==> src/rtl/bhd_pkg.sv <==
// ----------------------------------------------------------------------------
// bhd_pkg
// Shared constants and types for the button history debouncer: register
// indexes, reset values, machine phases and match groups.
// ----------------------------------------------------------------------------
package bhd_pkg;

	// history depth; masks and patterns always cover the low 16 bits
	localparam int HISTORY_BITS = 16;
	localparam int MATCH_W      = 16;
	localparam int TICK_W       = 32;
	localparam int CFG_W        = 16;
	localparam int CFG_IDX_W    = 3;
	localparam int FEAT_W       = 2;

	// register reset values
	localparam logic              RST_ACTIVE_LOW      = 1'b1;
	localparam logic [FEAT_W-1:0] RST_FEATURE_ENABLE  = '0;
	localparam logic [CFG_W-1:0]  RST_DOUBLE_WINDOW   = 16'd300;
	localparam logic [CFG_W-1:0]  RST_LONG_THRESHOLD  = 16'd1000;
	localparam logic [CFG_W-1:0]  RST_PRESS_MASK      = 16'd61503;
	localparam logic [CFG_W-1:0]  RST_PRESS_PATTERN   = 16'd63;
	localparam logic [CFG_W-1:0]  RST_RELEASE_MASK    = 16'd64527;
	localparam logic [CFG_W-1:0]  RST_RELEASE_PATTERN = 16'd64512;

	// feature enable bits
	localparam int FEAT_DOUBLE = 0;
	localparam int FEAT_LONG   = 1;

	typedef enum logic [CFG_IDX_W-1:0] {
		REG_ACTIVE_LOW      = 3'd0,
		REG_FEATURE_ENABLE  = 3'd1,
		REG_DOUBLE_WINDOW   = 3'd2,
		REG_LONG_THRESHOLD  = 3'd3,
		REG_PRESS_MASK      = 3'd4,
		REG_PRESS_PATTERN   = 3'd5,
		REG_RELEASE_MASK    = 3'd6,
		REG_RELEASE_PATTERN = 3'd7
	} cfg_reg_t;

	typedef enum logic [3:0] {
		PH_IDLE    = 4'b0001,
		PH_PRESS   = 4'b0010,
		PH_RELEASE = 4'b0100,
		PH_LONG    = 4'b1000
	} phase_t;

	// press and release match settings
	typedef struct packed {
		logic [MATCH_W-1:0] press_mask;
		logic [MATCH_W-1:0] press_pattern;
		logic [MATCH_W-1:0] release_mask;
		logic [MATCH_W-1:0] release_pattern;
	} pat_cfg_t;

	// match and status flags for one history value
	typedef struct packed {
		logic press_match;
		logic release_match;
		logic held;
		logic idle;
	} match_t;

endpackage

==> src/rtl/bhd_match.sv <==
// ----------------------------------------------------------------------------
// bhd_match
// Masked press and release matches on the history, plus all-pressed and
// all-released status.
// ----------------------------------------------------------------------------
module bhd_match (
	input  logic [bhd_pkg::HISTORY_BITS-1:0] hist,
	input  bhd_pkg::pat_cfg_t                pat,
	output bhd_pkg::match_t                  flags
);
	import bhd_pkg::*;

	logic [MATCH_W+HISTORY_BITS-1:0] hist_ext;
	logic [MATCH_W-1:0]              view;

	// low 16 bits of the history, missing bits read as released
	assign hist_ext = {{MATCH_W{1'b0}}, hist};
	assign view     = hist_ext[MATCH_W-1:0];

	// pattern compares and steady status
	assign flags.press_match   = (view & pat.press_mask) == pat.press_pattern;
	assign flags.release_match = (view & pat.release_mask) == pat.release_pattern;
	assign flags.held          = &hist;
	assign flags.idle          = ~|hist;

endmodule

==> src/rtl/button_history_debouncer_core.sv <==
// ----------------------------------------------------------------------------
// button_history_debouncer_core
// Shift-register debouncer with masked press/release matching and a
// single / double / long press detector timed by a count of accepted sample ticks.
// ----------------------------------------------------------------------------
// One request is one sample tick and yields one result. The block takes a
// request every clock cycle while the result side does not stall. A result
// passes through the input register stage and then the result register before
// it shows on the outputs, and is taken at an edge where out_ready is high.
// The input stage keeps accepting while a result waits to be taken, until
// both stages are full. Configuration writes apply at once and are meant
// to happen only while no request is in flight.
module button_history_debouncer_core (
	input  logic                         clk,
	input  logic                         arst_n,
	// sample channel
	input  logic                         in_valid,
	output logic                         in_ready,
	input  logic                         raw_level,
	// result channel
	output logic                         out_valid,
	input  logic                         out_ready,
	output logic                         press_pulse,
	output logic                         release_pulse,
	output logic                         held_steady,
	output logic                         idle_steady,
	output logic                         single_pulse,
	output logic                         double_pulse,
	output logic                         long_start_pulse,
	output logic                         long_end_pulse,
	output logic                         long_active,
	output logic                         click_count,
	// configuration writes
	input  logic                         cfg_we,
	input  logic [bhd_pkg::CFG_IDX_W-1:0] cfg_index,
	input  logic [bhd_pkg::CFG_W-1:0]    cfg_data
);
	import bhd_pkg::*;

	typedef struct packed {
		logic press_pulse;
		logic release_pulse;
		logic held_steady;
		logic idle_steady;
		logic single_pulse;
		logic double_pulse;
		logic long_start_pulse;
		logic long_end_pulse;
		logic long_active;
		logic click_count;
	} res_t;

	// configuration registers
	logic              active_low_q;
	logic [FEAT_W-1:0] feat_q;
	logic [CFG_W-1:0]  dwin_q;
	logic [CFG_W-1:0]  lthr_q;
	pat_cfg_t          pat_q;

	// detector state
	logic [HISTORY_BITS-1:0] hist_q;
	phase_t                  phase_q;
	logic [TICK_W-1:0]       tick_q;
	logic [TICK_W-1:0]       pstamp_q;
	logic [TICK_W-1:0]       rstamp_q;
	logic                    long_q;
	logic                    clicks_q;
	logic                    pseen_q;
	logic                    rseen_q;

	// pipeline
	logic  valid_s1;
	logic  raw_s1;
	logic  out_valid_q;
	res_t  res_q;

	// next-state values
	logic                    adv;
	logic                    pressed;
	logic [HISTORY_BITS-1:0] hist_d;
	logic [TICK_W-1:0]       tick_d;
	logic [TICK_W-1:0]       el_press;
	logic [TICK_W-1:0]       el_release;
	logic                    long_due;
	logic                    in_window;
	match_t                  flags;
	phase_t                  phase_d;
	logic [TICK_W-1:0]       pstamp_d;
	logic [TICK_W-1:0]       rstamp_d;
	logic                    long_d;
	logic                    clicks_d;
	res_t                    res_d;
	cfg_reg_t                cfg_sel;

	// handshake
	assign adv      = valid_s1 & (~out_valid_q | out_ready);
	assign in_ready = ~valid_s1 | adv;
	assign cfg_sel  = cfg_reg_t'(cfg_index);

	// new sample into the history
	assign pressed = raw_s1 ^ active_low_q;
	assign hist_d  = {hist_q[HISTORY_BITS-2:0], pressed};
	assign tick_d  = tick_q + TICK_W'(1);

	bhd_match u_match (
		.hist  (hist_d),
		.pat   (pat_q),
		.flags (flags)
	);

	// elapsed times, wrapping
	assign el_press   = tick_d - pstamp_q;
	assign el_release = tick_d - rstamp_q;
	assign long_due   = el_press >= TICK_W'(lthr_q);
	assign in_window  = el_release < TICK_W'(dwin_q);

	// click machine
	always_comb begin
		phase_d  = phase_q;
		pstamp_d = pstamp_q;
		rstamp_d = rstamp_q;
		long_d   = long_q;
		clicks_d = clicks_q;
		res_d    = '0;
		if (feat_q != '0) begin
			unique case (phase_q)
				PH_IDLE: begin
					if (flags.press_match) begin
						pstamp_d = tick_d;
						clicks_d = 1'b1;
						phase_d  = PH_PRESS;
					end
				end
				PH_PRESS: begin
					if (feat_q[FEAT_LONG] && long_due && !long_q) begin
						long_d                 = 1'b1;
						phase_d                = PH_LONG;
						res_d.long_start_pulse = 1'b1;
					end else if (flags.release_match) begin
						rstamp_d = tick_d;
						if (long_q || !feat_q[FEAT_DOUBLE]) begin
							phase_d  = PH_IDLE;
							clicks_d = 1'b0;
							long_d   = 1'b0;
						end else begin
							phase_d = PH_RELEASE;
						end
					end
				end
				PH_RELEASE: begin
					if (flags.press_match && in_window) begin
						phase_d            = PH_IDLE;
						clicks_d           = 1'b0;
						long_d             = 1'b0;
						res_d.double_pulse = 1'b1;
					end else if (!in_window) begin
						phase_d            = PH_IDLE;
						clicks_d           = 1'b0;
						long_d             = 1'b0;
						res_d.single_pulse = 1'b1;
					end
				end
				PH_LONG: begin
					if (flags.release_match) begin
						phase_d              = PH_IDLE;
						clicks_d             = 1'b0;
						long_d               = 1'b0;
						res_d.long_end_pulse = 1'b1;
					end
				end
				default: begin
					phase_d = PH_IDLE;
				end
			endcase
		end
		res_d.press_pulse   = flags.press_match & ~pseen_q;
		res_d.release_pulse = flags.release_match & ~rseen_q;
		res_d.held_steady   = flags.held;
		res_d.idle_steady   = flags.idle;
		res_d.long_active   = long_d;
		res_d.click_count   = clicks_d;
	end

	// configuration registers
	always_ff @(posedge clk or negedge arst_n) begin
		if (!arst_n) begin
			active_low_q          <= RST_ACTIVE_LOW;
			feat_q                <= RST_FEATURE_ENABLE;
			dwin_q                <= RST_DOUBLE_WINDOW;
			lthr_q                <= RST_LONG_THRESHOLD;
			pat_q.press_mask      <= RST_PRESS_MASK;
			pat_q.press_pattern   <= RST_PRESS_PATTERN;
			pat_q.release_mask    <= RST_RELEASE_MASK;
			pat_q.release_pattern <= RST_RELEASE_PATTERN;
		end else if (cfg_we) begin
			unique case (cfg_sel)
				REG_ACTIVE_LOW:      active_low_q          <= cfg_data[0];
				REG_FEATURE_ENABLE:  feat_q                <= cfg_data[FEAT_W-1:0];
				REG_DOUBLE_WINDOW:   dwin_q                <= cfg_data;
				REG_LONG_THRESHOLD:  lthr_q                <= cfg_data;
				REG_PRESS_MASK:      pat_q.press_mask      <= cfg_data;
				REG_PRESS_PATTERN:   pat_q.press_pattern   <= cfg_data;
				REG_RELEASE_MASK:    pat_q.release_mask    <= cfg_data;
				REG_RELEASE_PATTERN: pat_q.release_pattern <= cfg_data;
				default: ;
			endcase
		end
	end

	// detector state, with feature disable clearing its flags
	always_ff @(posedge clk or negedge arst_n) begin
		if (!arst_n) begin
			hist_q   <= '0;
			phase_q  <= PH_IDLE;
			tick_q   <= '0;
			pstamp_q <= '0;
			rstamp_q <= '0;
			long_q   <= 1'b0;
			clicks_q <= 1'b0;
			pseen_q  <= 1'b0;
			rseen_q  <= 1'b0;
		end else begin
			if (adv) begin
				hist_q   <= hist_d;
				phase_q  <= phase_d;
				tick_q   <= tick_d;
				pstamp_q <= pstamp_d;
				rstamp_q <= rstamp_d;
				long_q   <= long_d;
				clicks_q <= clicks_d;
				pseen_q  <= flags.press_match;
				rseen_q  <= flags.release_match;
			end
			if (cfg_we && cfg_sel == REG_FEATURE_ENABLE) begin
				if (!cfg_data[FEAT_DOUBLE]) begin
					clicks_q <= 1'b0;
				end
				if (!cfg_data[FEAT_LONG]) begin
					long_q <= 1'b0;
				end
			end
		end
	end

	// stage valids
	always_ff @(posedge clk or negedge arst_n) begin
		if (!arst_n) begin
			valid_s1    <= 1'b0;
			out_valid_q <= 1'b0;
		end else begin
			if (in_ready) begin
				valid_s1 <= in_valid;
			end
			if (adv) begin
				out_valid_q <= 1'b1;
			end else if (out_ready) begin
				out_valid_q <= 1'b0;
			end
		end
	end

	// payload registers
	always_ff @(posedge clk) begin
		if (in_valid && in_ready) begin
			raw_s1 <= raw_level;
		end
		if (adv) begin
			res_q <= res_d;
		end
	end

	assign out_valid        = out_valid_q;
	assign press_pulse      = res_q.press_pulse;
	assign release_pulse    = res_q.release_pulse;
	assign held_steady      = res_q.held_steady;
	assign idle_steady      = res_q.idle_steady;
	assign single_pulse     = res_q.single_pulse;
	assign double_pulse     = res_q.double_pulse;
	assign long_start_pulse = res_q.long_start_pulse;
	assign long_end_pulse   = res_q.long_end_pulse;
	assign long_active      = res_q.long_active;
	assign click_count      = res_q.click_count;

endmodule

==> config.mk <==
export PLATFORM = sky130hd
export DESIGN_NAME = button_history_debouncer_core
export DESIGN_NICKNAME = d
export VERILOG_FILES = /design/src/rtl/bhd_pkg.sv /design/src/rtl/bhd_match.sv /design/src/rtl/button_history_debouncer_core.sv
export SDC_FILE = /design/constraint.sdc
export NUM_CORES = 1
export LEC_CHECK = 0
export ABC_AREA = 1
export BUFFER_PORTS_ARGS = -buffer_cell sky130_fd_sc_hd__buf_4
export CELL_PAD_IN_SITES_DETAIL_PLACEMENT = 1
export CELL_PAD_IN_SITES_GLOBAL_PLACEMENT = 1
export CORE_ASPECT_RATIO = 1.4
export CORE_MARGIN = 3
export CORE_UTILIZATION = 40
export CTS_BUF_LIST = sky130_fd_sc_hd__clkbuf_4 sky130_fd_sc_hd__clkbuf_8
export DETAILED_ROUTE_END_ITERATION = 8
export GPL_TIMING_DRIVEN = 0
export HOLD_SLACK_MARGIN = 0.1
export PLACE_DENSITY = 0.76
export SLEW_MARGIN = 20
export SYNTH_ARGS = -nofsm -noshare
export SYNTH_HDL_FRONTEND = slang
export SYNTH_HIERARCHICAL = 1
export SYNTH_SLANG_ARGS = --single-unit
==> constraint.sdc <==
create_clock -name clk -period 5.8 [get_ports clk]
set_input_delay 0.87 -clock clk [delete_from_list [all_inputs] [get_ports clk]]
set_output_delay 0.87 -clock clk [all_outputs]
set_load 0.1 [all_outputs]
* Yosys cells after proc, flatten, opt, wreduce, memory -nomap -nowiden *
Index checks and enable logic that the tools add are counted.

storage, ports and cells
  bits in registers = 231
  output and inout port bits = 12

cells by class
  add/sub/neg operators = 3
  order comparisons = 2
  equal/unequal tests = 17
  mux-type cells = 37
  bitwise gates (word level) = 15
  reduce and logical (&&, ||, !) cells = 29

operators by type and width
  operator                                                         count
  32-bit subtractor                                                2
  32-bit by 1-bit adder with 32-bit output, second input constant  1
  16-bit bitwise AND                                               2
  16-bit == test                                                   2
  32-bit by 16-bit greater-or-equal comparator with 1-bit output   1
  32-bit by 16-bit < comparator with 1-bit output                  1
  1-bit two-way mux                                                27
  4-bit two-way mux                                                6
  2-bit AND reduction                                              11
  4-bit case mux with 4 select lines                               1
  16-bit AND reduction                                             1
  16-bit OR reduction                                              1
  3-bit == test, second input constant                             4
  1-bit inverter                                                   7
  3-bit by 2-bit == test with 1-bit output, second input constant  2
  3-bit inequality test, second input constant                     2
  6-bit AND reduction                                              1
  1-bit logical AND                                                5
  5-bit AND reduction                                              1
  4-bit by 1-bit == test with 1-bit output, second input constant  1
  4-bit by 2-bit == test with 1-bit output, second input constant  1
  4-bit by 3-bit == test with 1-bit output, second input constant  1
  4-bit == test, second input constant                             1
  2-bit inequality test, second input constant                     2
  13 further kinds                                                 19

* Depth between registers and ports, before layout *
  word-level depth = 11
  gate-level depth with buffers = 37

* Hierarchy *
The synthesis kept the hierarchy.

modules (own cells, without submodules)
  module                         times used  cells each  area an instance (um^2)  sequential area each (um^2)
  button_history_debouncer_core  1           2161        15080.7                  5890.6
  bhd_match                      1           198         842.1                    0.0

* Worst setup path after synthesis *
Ideal clock, no wire load.

  path kind = register to register
  start = reg tick_q[0]
  end = reg res_q (netlist bit click_count) (data pin)
  data arrival time = 3702 ps
  data required time = 5549 ps
  path slack = 1848 ps
  stages on the path, launching flop included = 35
  path buffers = 0
  clock period less this slack = 3952 ps
  cell sequence = dfrtp_1 -> ha_1 -> nand2_1 -> nor2_1 -> inv_1 -> nor2_1 -> nand3_1 -> nor2_2 -> a21oi_1 -> nor2_1 -> ha_1 -> nand2_1 -> inv_1 -> nand2_1 -> nand2_1 -> inv_1 -> nand2_1 -> inv_1 -> nand2_1 -> xor2_1 -> ha_1 -> a21oi_1 -> o21ai_0 -> a21oi_1 -> nand3_1 -> nor2_1 -> nand2_1 -> nor2_1 -> nand2_1 -> nand2_2 -> nand2_1 -> nand2_1 -> nand2_1 -> nand2_1 -> inv_1

on the way
  word-level cells in the longest chain between the ends = 8
  elaborated cells between the ends (all ways) = 13

ends and longest elaborated chain
  element                                                         line                                  text
  start, declared                                                 button_history_debouncer_core.sv:63   logic [TICK_W-1:0] tick_q;
  start signal, assigned                                          button_history_debouncer_core.sv:226  tick_q <= tick_d;
  32-bit by 1-bit adder with 32-bit output (*)                    button_history_debouncer_core.sv:103  assign tick_d = tick_q + TICK_W'(1);
  net tick_d[14]                                                  button_history_debouncer_core.sv:81   logic [TICK_W-1:0] tick_d;
  32-bit subtractor                                               button_history_debouncer_core.sv:112  assign el_press = tick_d - pstamp_q;
  32-bit by 16-bit greater-or-equal comparator with 1-bit output  button_history_debouncer_core.sv:114  assign long_due = el_press >= TICK_W'(lthr_q);
  1-bit logical AND (2 in a row)                                  button_history_debouncer_core.sv:135  if (feat_q[FEAT_LONG] && long_due && !long_q) begin
  1-bit two-way mux                                               button_history_debouncer_core.sv:135
  1-bit case mux with 4 select lines (*)                          button_history_debouncer_core.sv:126  unique case (phase_q)
  1-bit two-way mux (*)                                           button_history_debouncer_core.sv:125  if (feat_q != '0) begin
  net clicks_d                                                    button_history_debouncer_core.sv:91   logic clicks_d;
  end signal, assigned                                            button_history_debouncer_core.sv:268  res_q <= res_d;
  end, declared                                                   button_history_debouncer_core.sv:75   res_t res_q;

Mark *: on every way through the listed nets, which the timed path passes. The rest lies on a longest branch.
A chain may end at the register's enable or synchronous reset.

* Worst setup path after layout *
  start = reg tick_q[0]
  end = reg rstamp_q[12]

on the way
  word-level cells in the longest chain between the ends = 7

ends and longest elaborated chain
  element                                                         line                                  text
  32-bit by 1-bit adder with 32-bit output (*)                    button_history_debouncer_core.sv:103
  net tick_d[12]                                                  button_history_debouncer_core.sv:81
  32-bit subtractor                                               button_history_debouncer_core.sv:112
  32-bit by 16-bit greater-or-equal comparator with 1-bit output  button_history_debouncer_core.sv:114
  1-bit logical AND (2 in a row)                                  button_history_debouncer_core.sv:135
  1-bit inverter (no line)                                        --
  5-bit AND reduction (no line)                                   --
  end signal, assigned                                            button_history_debouncer_core.sv:228  rstamp_q <= rstamp_d;
  end, declared                                                   button_history_debouncer_core.sv:65   logic [TICK_W-1:0] rstamp_q;

Marks and branches as above.

==> out/qor.yml <==
routing:
  first_pass_iters: 4
  drtIter0Drc: 592
  wirelength_um: 53100
  wl_per_cell_um: 17.7
  drc_errors: 0
  via_count: 15200
  ant_nets: 0
  via_per_inst: 5.08
logic_synthesis:
  synth_area_leaders: "dfrtp_1 28%, nand2_1 20%, inv_1 9.9%"
  synth_top_area_share_pct: 27.7
  synth.avg_cell_area_um2: 6.75
  synth_top_family_by_area: "simple AND/OR/NAND/NOR gates"
  yosys_warnings: 6
  postSynthRegisterBits: 231
  synth_compound_area_share_pct: 10.1
  synth_ff_type: "dfrtp_1"
  yosysMostFrequentCell: "nand2_1"
  synth_top_area_cell: "dfrtp_1"
  syn_area_mm2: 0.0159
  yosys-top-cells-count: "834 x nand2_1, 418 x inv_1, 176 x dfrtp_1"
  yosysSeqAreaShare_pct: 37.0
  synthXorXnorAreaFrac_pct: 2.75
  synth.distinct_cells: 45
  synth_fp_nets: 2480
  synth_edf_count: 11
  netlist_instances: 2359
  async_reset_ff_share_pct: 95.2
  synth_fa_ha_area_share_pct: 7.64
  synth_mux_area_share_pct: 0
  yosys.area_share.simple_pct: 31.4
worst_setup_path:
  cp_max_fo: 10
  crit_end: "rstamp_q[12]$_DFFE_PN0P_"
  r2r_slack_ns: 0.49
  r2r_start: "tick_q[0]$_DFFE_PN0P_"
  criticalPathCategory: "register to register"
  max_stage_delay_ns: 0.44
  r2r_cells: 29
  crit_required_ns: 6.23
  startpoint_type: "register"
  cp.arrival_ns: 5.74
  endpoint_kind: "register"
  startpoint: "tick_q[0]$_DFFE_PN0P_"
  critical-path-slowest-cell: "ha_1"
  crit_path_frequent_cell: "nand2_1"
  reg2reg_to: "rstamp_q[12]$_DFFE_PN0P_"
die:
  core_area_mm2: 0.0389
  die_y_um: 242
  rows: 85
  pin_count: 37
  dieArea_mm2: 0.0423
  initial_core_util_pct: 40.9
  die_w_um: 175
place:
  gp_congestion: 0.918
  dp_cells: 2919
  port_buffers: 36
  dp_hpwl_um: 43100
clock_tree:
  clock-sinks: 231
  numCtsBuffers: 41
  cts_tree: "built"
  htreeDepth: 2
  root_buffer: "clkbuf_8"
  cts_buffer_depth: 3
  hold_buffers: 0
  path_clk_slew_ns: 0.06
  clk_latency_ns: 0.60
grt:
  grt-ovfl-total: 0
  globalRouteTotalUtil_pct: 25.2
  grt_pass1_wl_um: 85200
  grt_max_degree: 97
  grt_pass1_vias: 16400
  antenna_found_initial: 1
final_layout:
  nNetsFinal: 2565
  antenna_cells: 0
  fin_util_pct: 46.0
  finalNonFillerCells: 2995
  drive_above_1_share_pct: 9.18
  area_growth_pct: 12.5
timing:
  final.min_clock_period_ns: 5.31
  final_hold_viol_count: 0
  min_period_over_period_pct: 91.5
  slew_viol_final: 0
  slew_headroom_pct: 33.5
  worstMarginPinSlew_ns: 0.997
  max_freq_mhz: 188
  fin_skew_ns: 0.0508
  finalSetupViolCount: 0
pwr:
  irDropWorstVdd_uv: 208
  p_leak_nw: 9.66
  p_total_mw: 5.74
  power_density_mw_per_mm2: 320
run_status:
  outcome: "finished, final reports clean"
worst_hold_path:
  hold_path.class: "primary input to async pin"
flow_run:
  drv_cap: 0
[cells in the final DEF, fill, tap and decap left out, types with 3 or more instances in the layout]
| cell type | count |
|---|---|
| clkbuf_4 | 18 |
| clkbuf_1 | 34 |
| o21bai_1 | 8 |
| dfstp_2 | 44 |
| xor2_1 | 44 |
| o21ai_0 | 166 |
| clkinv_1 | 3 |
| inv_2 | 3 |
| nor2_1 | 159 |
| and2_1 | 3 |
| clkbuf_8 | 47 |
| edfxtp_1 | 11 |
| nor4_1 | 6 |
| buf_2 | 3 |
| nor3_1 | 28 |
| nand3b_1 | 11 |
| nand2_1 | 833 |
| nor2_2 | 7 |
| nand4_1 | 21 |
| o21ai_1 | 22 |
| a21oi_1 | 84 |
| nor2_4 | 4 |
| dfrtp_1 | 175 |
| nand2_4 | 5 |
| xor2_2 | 3 |
| ha_1 | 94 |
| or2_2 | 4 |
| buf_4 | 39 |
| o21ai_2 | 10 |
| nand3_1 | 108 |
| inv_1 | 418 |
| nand2_2 | 18 |
[cell families (layout without fill, tap and decap cells)]
kind of cell	after synthesis	in the layout
buffers and inverters	463	577
DFF	231	231
adders and majority gates	96	96
AOI/OAI and AO/OA	304	304
xor gates and xnor gates	50	50
and+or+nand+nor	1215	1215
[metrics by stage]
step	setup TNS [ns]	worst slack (ns)	area (um^2)	hold WS (ns)
after floorplan	0	1.85	15900	0.450
after global placement	0	0.0974	16800	0.467
after detailed placement	-0.375	-0.0553	16900	0.471
after CTS	0	0.0258	17800	0.235
after global routing	-0.00686	-0.00686	17900	0.253
final	0	0.491	17900	0.248
[repair_timing]
item | 4_1_cts | 5_1_grt
pin swaps | 0 | 3
setup buffers | 0 | 4
setup endpoints to repair | 33 | 41
resized for setup | 3 | 14
hold endpoints to repair | 0 | 0
[routing by layer]
layer  up-vias  GRT usage [%]  share of wire, %
met5         -              0                 0
met4         0           16.6               7.6
met3       150           2.98               2.5
met2       249           47.2                52
met1      7312           26.3                38
li1       7508              -                 -
[sequential cells by signal, indices dropped and copies added, names as in the netlist, 2 cells and up]
register / cells
feat_q: 2
pat_q: 64
pstamp_q: 32
lthr_q: 16
dwin_q: 16
tick_q: 32
rstamp_q: 32
hist_q: 15
phase_q: 4
[power by group]
group	leakage (nW)	switching, mW	internal (mW)
registers	2.79	0.312	1.92
clock network	0.467	0.722	0.942
logic	6.41	1.23	0.610
[layout make-up]
cell class / instances / area, um^2
buffer: 41 / 180
clock buffer: 64 / 774
clock inverter: 8 / 109
fill: 5240 / 21000
inverter: 422 / 1590
multi-input combinational: 1665 / 8350
sequential: 231 / 5890
tap: 522 / 653
timing repair buffer: 42 / 363
[critical path: cells and delay by family (launching register included)]
family                     cells  cell delay [ns]
xor gates and xnor gates       2             0.60
and+or+nand+nor               16             2.16
buffers and inverters          4             0.56
DFF                            1             0.40
AOI/OAI and AO/OA              4             0.49
adders and majority gates      3             0.91
[worst min path at each step]
stage | start | end | slack, ns
3_3_place_gp | pseen_q$_DFFE_PN0P_ | pseen_q$_DFFE_PN0P_ | 0.47
3_5_place_dp | rseen_q$_DFFE_PN0P_ | rseen_q$_DFFE_PN0P_ | 0.47
6_report | arst_n | rstamp_q[29]$_DFFE_PN0P_ | 0.25
2_1_floorplan | pseen_q$_DFFE_PN0P_ | pseen_q$_DFFE_PN0P_ | 0.45
4_1_cts | arst_n | tick_q[9]$_DFFE_PN0P_ | 0.24
5_1_grt | arst_n | tick_q[8]$_DFFE_PN0P_ | 0.25
No activity file was read; power rests on OpenSTA's default activity.
